==> src/gel_pkg.sv <==
// shared types and constants for the gear event logger
`timescale 1ns / 1ps
`default_nettype none

package gel_pkg;

  // default log depth in records
  localparam int LOG_DEPTH_DEF = 10;

  // fixed field widths
  localparam int KEY_W   = 3;
  localparam int DIGIT_W = 8;
  localparam int ADC_W   = 10;
  localparam int IDX_W   = 4;
  localparam int GEAR_W  = 4;
  localparam int SPEED_W = 7;
  localparam int CNT_W   = 4;
  localparam int TIME_W  = 8;

  // item modes
  localparam logic MODE_UPDATE = 1'b0;
  localparam logic MODE_READ   = 1'b1;

  // key codes
  localparam logic [KEY_W-1:0] KEY_COLLISION = 3'd1;
  localparam logic [KEY_W-1:0] KEY_GEAR_UP   = 3'd2;
  localparam logic [KEY_W-1:0] KEY_GEAR_DOWN = 3'd3;

  // gear and event codes
  localparam logic [GEAR_W-1:0] GEAR_LOWEST    = 4'd1;
  localparam logic [GEAR_W-1:0] GEAR_RESUME    = 4'd2;
  localparam logic [GEAR_W-1:0] GEAR_TOP       = 4'd7;
  localparam logic [GEAR_W-1:0] GEAR_COLLISION = 4'd8;

  // ascii code of the digit zero
  localparam logic [DIGIT_W-1:0] ASCII_ZERO = 8'd48;

  // speed = floor(adc * 100 / 1033) as (adc * SPEED_MUL) >> SPEED_SHIFT,
  // SPEED_MUL = 100 * ceil(2^27 / 1033), exact over the whole adc range
  localparam int                SPEED_SHIFT = 27;
  localparam int                PROD_W      = 34;
  localparam logic [PROD_W-1:0] SPEED_MUL   = 34'd12993100;

  // one log record
  typedef struct packed {
    logic [TIME_W-1:0]  hours;
    logic [TIME_W-1:0]  minutes;
    logic [TIME_W-1:0]  seconds;
    logic [GEAR_W-1:0]  event_code;
    logic [SPEED_W-1:0] speed;
  } rec_t;

  // controller states
  typedef enum logic [1:0] {
    ST_IDLE,
    ST_EXEC,
    ST_DONE
  } ctl_state_t;

  // commands from controller to datapath
  typedef struct packed {
    logic load;
    logic exec;
  } ctl_cmd_t;

endpackage

`default_nettype wire

==> src/gel_ctrl.sv <==
// controller state machine for the gear event logger
`timescale 1ns / 1ps
`default_nettype none

module gel_ctrl (
  input  wire               clk,
  input  wire               rst,
  input  wire               in_valid,
  output logic              in_ready,
  output logic              out_valid,
  input  wire               out_ready,
  output gel_pkg::ctl_cmd_t cmd
);

  gel_pkg::ctl_state_t state;
  gel_pkg::ctl_state_t state_next;

  // state register
  always_ff @(posedge clk) begin
    if (rst) begin
      state <= gel_pkg::ST_IDLE;
    end else begin
      state <= state_next;
    end
  end

  // next state and commands
  always_comb begin
    state_next = state;
    in_ready   = 1'b0;
    out_valid  = 1'b0;
    cmd        = '0;
    case (state)
      gel_pkg::ST_IDLE: begin
        in_ready = 1'b1;
        if (in_valid) begin
          cmd.load   = 1'b1;
          state_next = gel_pkg::ST_EXEC;
        end
      end
      gel_pkg::ST_EXEC: begin
        cmd.exec   = 1'b1;
        state_next = gel_pkg::ST_DONE;
      end
      gel_pkg::ST_DONE: begin
        out_valid = 1'b1;
        if (out_ready) begin
          state_next = gel_pkg::ST_IDLE;
        end
      end
      default: begin
        state_next = gel_pkg::ST_IDLE;
      end
    endcase
  end

endmodule

`default_nettype wire

==> src/gel_datapath.sv <==
// datapath of the gear event logger: speed scaling, gear code, record log
`timescale 1ns / 1ps
`default_nettype none

module gel_datapath #(
  parameter int LOG_DEPTH = gel_pkg::LOG_DEPTH_DEF
) (
  input  wire                              clk,
  input  wire                              rst,
  input  gel_pkg::ctl_cmd_t                cmd,
  input  wire                              mode,
  input  wire  [gel_pkg::KEY_W-1:0]        key,
  input  wire  [gel_pkg::DIGIT_W-1:0]      hour_tens,
  input  wire  [gel_pkg::DIGIT_W-1:0]      hour_ones,
  input  wire  [gel_pkg::DIGIT_W-1:0]      minute_tens,
  input  wire  [gel_pkg::DIGIT_W-1:0]      minute_ones,
  input  wire  [gel_pkg::DIGIT_W-1:0]      second_tens,
  input  wire  [gel_pkg::DIGIT_W-1:0]      second_ones,
  input  wire  [gel_pkg::ADC_W-1:0]        adc_sample,
  input  wire  [gel_pkg::IDX_W-1:0]        read_index,
  output logic [gel_pkg::GEAR_W-1:0]       gear_code,
  output logic [gel_pkg::SPEED_W-1:0]      speed_now,
  output logic                             logged,
  output logic [gel_pkg::CNT_W-1:0]        entry_count,
  output logic                             rd_valid,
  output logic [gel_pkg::TIME_W-1:0]       rd_hours,
  output logic [gel_pkg::TIME_W-1:0]       rd_minutes,
  output logic [gel_pkg::TIME_W-1:0]       rd_seconds,
  output logic [gel_pkg::GEAR_W-1:0]       rd_event,
  output logic [gel_pkg::SPEED_W-1:0]      rd_speed
);

  localparam int PTR_W = $clog2(LOG_DEPTH);
  localparam int SUM_W = PTR_W + 1;
  localparam logic [SUM_W-1:0]           DEPTH_S = SUM_W'(LOG_DEPTH);
  localparam logic [gel_pkg::CNT_W-1:0]  DEPTH_C = gel_pkg::CNT_W'(LOG_DEPTH);
  localparam logic [PTR_W-1:0]           LAST_P  = PTR_W'(LOG_DEPTH - 1);

  // ascii digit pair to a value, wrapping at 8 bits
  function automatic logic [gel_pkg::TIME_W-1:0] time_part(
    input logic [gel_pkg::DIGIT_W-1:0] tens,
    input logic [gel_pkg::DIGIT_W-1:0] ones
  );
    logic [gel_pkg::TIME_W-1:0] t;
    logic [gel_pkg::TIME_W-1:0] o;
    t = tens - gel_pkg::ASCII_ZERO;
    o = ones - gel_pkg::ASCII_ZERO;
    return gel_pkg::TIME_W'(t * 8'd10) + o;
  endfunction

  // reduce a sum below twice the depth to a log slot
  function automatic logic [PTR_W-1:0] wrap_slot(input logic [SUM_W-1:0] s);
    logic [SUM_W-1:0] r;
    r = (s >= DEPTH_S) ? s - DEPTH_S : s;
    return r[PTR_W-1:0];
  endfunction

  // captured request
  logic                          mode_q;
  logic [gel_pkg::KEY_W-1:0]     key_q;
  logic [gel_pkg::DIGIT_W-1:0]   ht_q, ho_q, mt_q, mo_q, st_q, so_q;
  logic [gel_pkg::ADC_W-1:0]     adc_q;
  logic [gel_pkg::IDX_W-1:0]     idx_q;

  // architectural state
  logic [gel_pkg::GEAR_W-1:0]    gear;
  logic [gel_pkg::SPEED_W-1:0]   speed;
  logic [gel_pkg::CNT_W-1:0]     count;
  logic [PTR_W-1:0]              head;

  // result registers
  logic                          logged_r;
  logic                          rd_valid_r;
  gel_pkg::rec_t                 rd_rec;

  // record memory
  gel_pkg::rec_t                 mem [LOG_DEPTH];

  logic [gel_pkg::PROD_W-1:0]    prod;
  logic [gel_pkg::SPEED_W-1:0]   speed_calc;
  logic [gel_pkg::GEAR_W-1:0]    gear_calc;
  logic                          log_hit;
  logic                          full;
  logic                          rd_hit;
  logic [PTR_W-1:0]              wr_addr;
  logic [PTR_W-1:0]              rd_addr;
  logic [PTR_W-1:0]              head_inc;
  gel_pkg::rec_t                 wr_rec;

  // capture the request on accept
  always_ff @(posedge clk) begin
    if (cmd.load) begin
      mode_q <= mode;
      key_q  <= key;
      ht_q   <= hour_tens;
      ho_q   <= hour_ones;
      mt_q   <= minute_tens;
      mo_q   <= minute_ones;
      st_q   <= second_tens;
      so_q   <= second_ones;
      adc_q  <= adc_sample;
      idx_q  <= read_index;
    end
  end

  // speed scaling by reciprocal multiply
  assign prod       = gel_pkg::PROD_W'(adc_q) * gel_pkg::SPEED_MUL;
  assign speed_calc = prod[gel_pkg::SPEED_SHIFT +: gel_pkg::SPEED_W];

  // gear code update and record decision
  always_comb begin
    gear_calc = gear;
    log_hit   = 1'b0;
    case (key_q)
      gel_pkg::KEY_GEAR_UP: begin
        log_hit = 1'b1;
        if (gear == gel_pkg::GEAR_COLLISION) begin
          gear_calc = gel_pkg::GEAR_RESUME;
        end else if (gear < gel_pkg::GEAR_TOP) begin
          gear_calc = gear + 4'd1;
        end
      end
      gel_pkg::KEY_GEAR_DOWN: begin
        log_hit = 1'b1;
        if (gear == gel_pkg::GEAR_COLLISION) begin
          gear_calc = gel_pkg::GEAR_RESUME;
        end else if (gear > gel_pkg::GEAR_LOWEST) begin
          gear_calc = gear - 4'd1;
        end
      end
      gel_pkg::KEY_COLLISION: begin
        log_hit   = 1'b1;
        gear_calc = gel_pkg::GEAR_COLLISION;
      end
      default: begin
        log_hit = 1'b0;
      end
    endcase
  end

  // ring addressing
  assign full     = (count == DEPTH_C);
  assign head_inc = (head == LAST_P) ? '0 : head + PTR_W'(1);
  assign wr_addr  = full ? head
                  : wrap_slot({1'b0, head} + {1'b0, count[PTR_W-1:0]});
  assign rd_hit   = (idx_q < count);
  assign rd_addr  = wrap_slot({1'b0, head} + {1'b0, idx_q[PTR_W-1:0]});

  // record to append
  always_comb begin
    wr_rec.hours      = time_part(ht_q, ho_q);
    wr_rec.minutes    = time_part(mt_q, mo_q);
    wr_rec.seconds    = time_part(st_q, so_q);
    wr_rec.event_code = gear_calc;
    wr_rec.speed      = speed_calc;
  end

  // state and result update
  always_ff @(posedge clk) begin
    if (rst) begin
      gear       <= '0;
      speed      <= '0;
      count      <= '0;
      head       <= '0;
      logged_r   <= 1'b0;
      rd_valid_r <= 1'b0;
    end else if (cmd.exec) begin
      if (mode_q == gel_pkg::MODE_UPDATE) begin
        speed      <= speed_calc;
        gear       <= gear_calc;
        logged_r   <= log_hit;
        rd_valid_r <= 1'b0;
        if (log_hit) begin
          if (full) begin
            head <= head_inc;
          end else begin
            count <= count + 4'd1;
          end
        end
      end else begin
        logged_r   <= 1'b0;
        rd_valid_r <= rd_hit;
      end
    end
  end

  // memory write port
  always_ff @(posedge clk) begin
    if (cmd.exec && mode_q == gel_pkg::MODE_UPDATE && log_hit) begin
      mem[wr_addr] <= wr_rec;
    end
  end

  // memory read port, registered
  always_ff @(posedge clk) begin
    if (cmd.exec && mode_q == gel_pkg::MODE_READ && rd_hit) begin
      rd_rec <= mem[rd_addr];
    end
  end

  // result fields
  assign gear_code   = gear;
  assign speed_now   = speed;
  assign logged      = logged_r;
  assign entry_count = count;
  assign rd_valid    = rd_valid_r;
  assign rd_hours    = rd_valid_r ? rd_rec.hours      : '0;
  assign rd_minutes  = rd_valid_r ? rd_rec.minutes    : '0;
  assign rd_seconds  = rd_valid_r ? rd_rec.seconds    : '0;
  assign rd_event    = rd_valid_r ? rd_rec.event_code : '0;
  assign rd_speed    = rd_valid_r ? rd_rec.speed      : '0;

endmodule

`default_nettype wire

==> src/gear_event_logger_unit.sv <==
// top level of the gear event logger
//
//   channel | signals              | payload
//   input   | in_valid, in_ready   | mode, key, time digits, adc_sample, read_index
//   output  | out_valid, out_ready | gear_code, speed_now, logged, entry_count, rd_*
//
// one request at a time: accept, execute, then the result is shown;
// in_ready rises again the cycle after the result is taken
// the execute state does the speed multiply, gear update and one log access
// synchronous reset clears gear, speed, count and head; log memory is not cleared
// a stalled result simply holds in state until out_ready
`timescale 1ns / 1ps
`default_nettype none

module gear_event_logger_unit #(
  parameter int LOG_DEPTH = gel_pkg::LOG_DEPTH_DEF
) (
  input  wire                              clk,
  input  wire                              rst,
  input  wire                              in_valid,
  output logic                             in_ready,
  input  wire                              mode,
  input  wire  [gel_pkg::KEY_W-1:0]        key,
  input  wire  [gel_pkg::DIGIT_W-1:0]      hour_tens,
  input  wire  [gel_pkg::DIGIT_W-1:0]      hour_ones,
  input  wire  [gel_pkg::DIGIT_W-1:0]      minute_tens,
  input  wire  [gel_pkg::DIGIT_W-1:0]      minute_ones,
  input  wire  [gel_pkg::DIGIT_W-1:0]      second_tens,
  input  wire  [gel_pkg::DIGIT_W-1:0]      second_ones,
  input  wire  [gel_pkg::ADC_W-1:0]        adc_sample,
  input  wire  [gel_pkg::IDX_W-1:0]        read_index,
  output logic                             out_valid,
  input  wire                              out_ready,
  output logic [gel_pkg::GEAR_W-1:0]       gear_code,
  output logic [gel_pkg::SPEED_W-1:0]      speed_now,
  output logic                             logged,
  output logic [gel_pkg::CNT_W-1:0]        entry_count,
  output logic                             rd_valid,
  output logic [gel_pkg::TIME_W-1:0]       rd_hours,
  output logic [gel_pkg::TIME_W-1:0]       rd_minutes,
  output logic [gel_pkg::TIME_W-1:0]       rd_seconds,
  output logic [gel_pkg::GEAR_W-1:0]       rd_event,
  output logic [gel_pkg::SPEED_W-1:0]      rd_speed
);

  gel_pkg::ctl_cmd_t cmd;

  // sequencer
  gel_ctrl u_ctrl (
    .clk       (clk),
    .rst       (rst),
    .in_valid  (in_valid),
    .in_ready  (in_ready),
    .out_valid (out_valid),
    .out_ready (out_ready),
    .cmd       (cmd)
  );

  // datapath and log memory
  gel_datapath #(
    .LOG_DEPTH (LOG_DEPTH)
  ) u_dp (
    .clk         (clk),
    .rst         (rst),
    .cmd         (cmd),
    .mode        (mode),
    .key         (key),
    .hour_tens   (hour_tens),
    .hour_ones   (hour_ones),
    .minute_tens (minute_tens),
    .minute_ones (minute_ones),
    .second_tens (second_tens),
    .second_ones (second_ones),
    .adc_sample  (adc_sample),
    .read_index  (read_index),
    .gear_code   (gear_code),
    .speed_now   (speed_now),
    .logged      (logged),
    .entry_count (entry_count),
    .rd_valid    (rd_valid),
    .rd_hours    (rd_hours),
    .rd_minutes  (rd_minutes),
    .rd_seconds  (rd_seconds),
    .rd_event    (rd_event),
    .rd_speed    (rd_speed)
  );

`ifndef ASSERT_OFF
  // no new request is taken while a result is pending
  a_no_overlap: assert property (@(posedge clk) disable iff (rst)
    !(in_ready && out_valid))
    else $error("in_ready and out_valid high together");

  // an accepted request passes through the execute state, then its result is shown
  a_latency: assert property (@(posedge clk) disable iff (rst)
    (in_valid && in_ready) |=> !in_ready ##1 out_valid)
    else $error("result not shown after execute cycle");

  // log count never exceeds the depth
  a_count_bound: assert property (@(posedge clk) disable iff (rst)
    entry_count <= gel_pkg::CNT_W'(LOG_DEPTH))
    else $error("entry_count beyond log depth");

  // a logged update leaves a non-empty log and never carries read data
  a_logged: assert property (@(posedge clk) disable iff (rst)
    (out_valid && logged) |-> (entry_count != '0 && !rd_valid))
    else $error("logged result inconsistent");
`endif

endmodule

`default_nettype wire
==> config.mk <==
export PLATFORM = sky130hd
export DESIGN_NAME = gear_event_logger_unit
export DESIGN_NICKNAME = d
export VERILOG_FILES = /design/src/gel_pkg.sv /design/src/gel_ctrl.sv /design/src/gel_datapath.sv /design/src/gear_event_logger_unit.sv
export SDC_FILE = /design/constraint.sdc
export NUM_CORES = 1
export LEC_CHECK = 0
export BUFFER_PORTS_ARGS = -buffer_cell sky130_fd_sc_hd__clkbuf_2
export CORE_ASPECT_RATIO = 0.5
export CORE_MARGIN = 4
export CORE_UTILIZATION = 25
export CTS_CLUSTER_DIAMETER = 40
export DETAILED_ROUTE_END_ITERATION = 10
export PLACE_DENSITY = 0.47
export SETUP_SLACK_MARGIN = 0.1
export SLEW_MARGIN = 20
export SYNTH_ARGS = -nofsm -noshare
export SYNTH_HDL_FRONTEND = slang
export SYNTH_HIERARCHICAL = 1
export SYNTH_SLANG_ARGS = --single-unit
==> constraint.sdc <==
create_clock -name clk -period 8.2 [get_ports clk]
set_input_delay 0.82 -clock clk [delete_from_list [all_inputs] [get_ports clk]]
set_output_delay 0.82 -clock clk [all_outputs]
set_load 0.05 [all_outputs]
==> impl_metrics.csv <==
group,metric,value,unit
outcome,status,"finished clean",
final_layout,drive_gt1_share,16.8,%
floorplanning,design.core.area,91400,um2
logic_synthesis,synth_nets,1958,
route,firstDrtPassIters,4,
sta,fin_hold_ws,0.351,ns
logic_synthesis,synth_ff_type,"edfxtp_1",
route,viasPerCell,4.55,
global_routing,grt_pass1_vias,14300,
floorplanning,die-area,98300,um2
worst_hold_path,hold_start,"hour_ones[6]",
global_routing,use_met1,16.7,%
cts,cts.clk_slew.worst_paths,0.06,ns
floorplanning,die_x,439,um
route,routed_wl,60.4,mm
logic_synthesis,synthXorXnorAreaFrac,1.95,%
placed_design,portBuffers,120,
route,drc,0,
logic_synthesis,synth-compound-area-share,10.3,%
critical_path,critPathMaxStageDelay,0.85,ns
power,switching_power,2.24,mW
floorplanning,die_h,224,um
critical_path,critPathKind,"reg2reg",
placed_design,gp_congestion,0.784,
cts,cts.sinks,471,
worst_hold_path,min_to,"u_dp/ho_q[6]$_DFFE_PP_",
final_layout,multiInputGateArea,8580,um2
critical_path,crit_slowest_cell,"xnor2_1",
critical_path,r2r_slack,2.81,ns
global_routing,grt_max_degree,85,
logic_synthesis,synth-simple-area-share,9.96,%
global_routing,busiest_layer,"met2",
power,power.internal,5.13,mW
power,p_comb_share,20.9,%
critical_path,critPathMaxFanout,10,
global_routing,gr-total-overflow,0,
logic_synthesis,synth_seq_cells,471,
run,maxCapViolations,0,
final_layout,seq_area,13900,um2
sta,rsz0062_at_grt,"false",
global_routing,antenna_found_initial,0,
critical_path,worst_ep_arrival_time,5.65,ns
floorplanning,num_io_pins,124,
critical_path,endpoint_kind,"flop",
sta,fin_crit,5.39,ns
global_routing,grt_use_met3,2.69,%
sta,worst_pin_slew,1.11,ns
route,first_iter_violations,897,
placed_design,dpl.hpwl,34.2,mm
cts,cts_buffer_depth,3,
final_layout,fillers,9298,
critical_path,r2r_cells,16,
sta,fin_crit_sh,65.7,%
cts,cts_setup_buffers,0,
logic_synthesis,synth_mux_area_share,1.77,%
global_routing,grt_pass1_wl,91.0,mm
final_layout,fin_util,30.0,%
sta,maxSlewViolCount,0,
sta,setup_violations,0,
cts,cts_max_level,3,
sta,finClkSkew,0.0363,ns
logic_synthesis,synth_edf_count,448,
power,clkPwrFrac,38.3,%
sta,setup_tns,0,ns
critical_path,cp_cell_sequence,"inv_1 > ha_1 > inv_1 > ha_1 > fa_1 > inv_1 > fa_1 > inv_1 > ha_1 > ha_1 > and3_1 > and4_1 > o2111ai_1 > o21ai_0 > nor2_1 > xnor2_1",
cts,clk-insertion-delay-late,0.64,ns
critical_path,r2r_start,"u_dp/adc_q[2]$_DFFE_PP_",
global_routing,grt_util_met2,19.6,%
logic_synthesis,synthCells,1675,
logic_synthesis,yosys_warnings,6,
floorplanning,initial_utilization,25.4,%
logic_synthesis,ys_async_sr_fraction,0,%
final_layout,antenna_cells,0,
cts,cts_tree,"built",
final_layout,nNetsFinal,2086,
sta,hold_viol,0,
power,finalPower,7.36,mW
logic_synthesis,synthAdderAreaFrac,12.6,%
worst_hold_path,hold_class,"in2reg",
global_routing,grt_use_total,12.2,%
route,wl_per_cell,19.5,um
critical_path,crit_required,8.46,ns
worst_hold_path,hold_depth,1,
cts,cts_buffers,66,
route,ant_nets,0,
floorplanning,rows,78,
sta,slew_headroom,26.0,%
route,vias,14100,
power,p_per_area,268,nW/um2
power,p_leak,10.4,nW
sta,fmax,186,MHz
power,netSwitchingFraction,30.4,%
logic_synthesis,syn_area,23300,um2
critical_path,cp-start-kind,"flop",
final_layout,area_growth,17.9,%
logic_synthesis,ys_seq_area_share,59.8,%
power,peakVddDrop,0.000135,V
cts,cts_hold_buf,0,
critical_path,rr_endpoint,"u_dp/mem[6][2]$_DFFE_PP_",
logic_synthesis,avgSynthCellArea,13.9,um2
power,pwr-share-seq,40.8,%
logic_synthesis,synth_top_family_by_area,"adder cells",
cts,cts_resized,0,
logic_synthesis,yosysUniqueCellTypes,69,
cts,clockRootBuffer,"clkbuf_16",
==> worst max-delay path by stage <==
| stage | from | endpoint | slack (ns) | cells after the start |
|---|---|---|---|---|
| floorplan | u_dp/entry_count[0]$_SDFFE_PP0P_ | u_dp/mem[7][0]$_DFFE_PP_ | 1.51 | 9 |
| global route | u_dp/head[0]$_SDFFE_PP0P_ | u_dp/rd_rec[16]$_DFFE_PP_ | 2.47 | 11 |
| CTS | u_dp/head[0]$_SDFFE_PP0P_ | u_dp/rd_rec[16]$_DFFE_PP_ | 2.73 | 11 |
| detailed placement | u_dp/head[0]$_SDFFE_PP0P_ | u_dp/rd_rec[16]$_DFFE_PP_ | 2.70 | 11 |
| finish | u_dp/adc_q[2]$_DFFE_PP_ | u_dp/mem[6][2]$_DFFE_PP_ | 2.81 | 16 |
| global placement | u_dp/head[0]$_SDFFE_PP0P_ | u_dp/rd_rec[16]$_DFFE_PP_ | 2.79 | 11 |
==> metal layers <==
| metal | vias to the layer above | wire length [um] | share of wire (%) |
|---|---|---|---|
| met5 | - | 0 | 0 |
| li1 | 6724 | - | - |
| met1 | 7031 | 28400 | 47 |
| met4 | 0 | 1330 | 2.2 |
| met3 | 85 | 2580 | 4.3 |
| met2 | 246 | 28100 | 46 |
==> kinds of logic after synthesis <==
logic type / after synthesis
compound gates: 334
xor+xnor: 51
fa+ha+maj: 213
buf+inv: 196
flops: 471
mux: 41
simple gates: 369
==> cell usage after synthesis (3+ instances only) <==
library cell    n  share of area [%]
a21o_1         26               0.84
mux2i_1        40                1.7
nor2_1         40               0.65
xnor2_1        37                1.4
clkbuf_1       49               0.79
o21ai_0        61                1.3
and3_1        112                3.0
nand2_1        22               0.36
and3b_1         3               0.11
buf_2          23               0.49
a31oi_1         5               0.13
a21oi_1        46               0.99
a211oi_1      113                3.6
and2_1         39                1.0
nand4_1         7               0.19
xor2_1         13               0.49
edfxtp_1      448                 58
nand3b_1        9               0.29
nor3b_1         4               0.13
or3_1           6               0.16
o21a_1          4               0.13
buf_6           7               0.34
or2_2           4               0.11
nor4_2         25                1.3
nor2b_1         7               0.19
a32o_1         35                1.5
nor3_1          8               0.17
o21bai_1        6               0.19
o211ai_1        5               0.16
nor4_1         11               0.30
buf_4           5               0.16
and4_1          3               0.11
dfxtp_1        23                2.0
a21boi_0        5               0.16
fa_1           35                3.0
o31ai_1         3              0.097
nand2b_1        8               0.22
a2111o_1        5               0.24
inv_1         110                1.8
ha_1          178                9.6
nand3_1        50                1.1
==> worst max-delay path, delay by kind of cell, from the launching register on <==
kind,cells,cell delay (ns)
adder cells (fa/ha/maj),6,2.31
flip-flops,1,0.43
AO/OA/AOI/OAI,2,0.51
XOR/XNOR,1,0.85
AND/OR/NAND/NOR,3,0.64
buffers and inverters,4,0.27
==> metrics by stage <==
step | setup slack (ns) | cells | area, um2
floorplan | 1.51 | 1675 | 23300
global placement | 2.79 | 2975 | 25200
detailed placement | 2.70 | 2975 | 25200
CTS | 2.73 | 3094 | 27400
global route | 2.47 | 3094 | 27400
finish | 2.81 | 3094 | 27400
==> layout make-up <==
type                       count  area share, %
timing repair buffer         146           2.91
clock buffer                  74           6.13
tap                         1240           5.66
sequential                   471           50.7
inverter                     110           1.51
multi-input combinational   1008           31.3
clock inverter                45           1.82
==> registers in the layout (all words and copies together) (netlist names), 2 cells and up <==
name,flops
u_dp/speed_now,7
u_dp/ht_q,7
u_dp/mt_q,7
u_dp/gear_code,4
u_dp/rd_rec,35
u_dp/ho_q,8
u_dp/so_q,8
u_dp/mem,350
u_dp/adc_q,10
u_dp/idx_q,4
u_dp/st_q,7
u_dp/head,4
u_ctrl/state,2
u_dp/entry_count,4
u_dp/mo_q,8
u_dp/key_q,3
==> power by group through the flow <==
stage / Combinational [mW] / Sequential (mW) / Clock (mW)
final: 1.54 / 3.01 / 2.82
after global routing: 1.73 / 3.01 / 3.03
after CTS: 1.55 / 3.01 / 2.92
after detailed placement: 1.54 / 3.06 / 0
after global placement: 1.52 / 3.06 / 0
after floorplan: 1.04 / 3.06 / 0
==> cell usage in the layout, fill, tap and decap left out, types with 6 or more instances in the layout <==
cell type,n
and2_1,39
clkbuf_1,8
nor4_1,10
a21o_1,26
a211oi_1,113
nand3_1,49
nand2_1,22
xor2_1,13
clkbuf_2,120
dfxtp_1,23
or3_1,6
o21ai_0,60
nand3b_1,9
mux2i_1,39
and3_1,110
clkinvlp_4,6
buf_4,25
fa_1,35
ha_1,177
clkbuf_16,66
a21oi_1,45
a32o_1,35
xnor2_1,37
o21bai_1,6
nor3_1,7
inv_1,110
clkinv_2,8
nand2b_1,8
clkinv_4,6
nor2_1,40
nor2b_1,7
nor4_2,26
edfxtp_1,448
clkinv_1,6
nand4_1,7
Power figures use the tool's default switching activity.
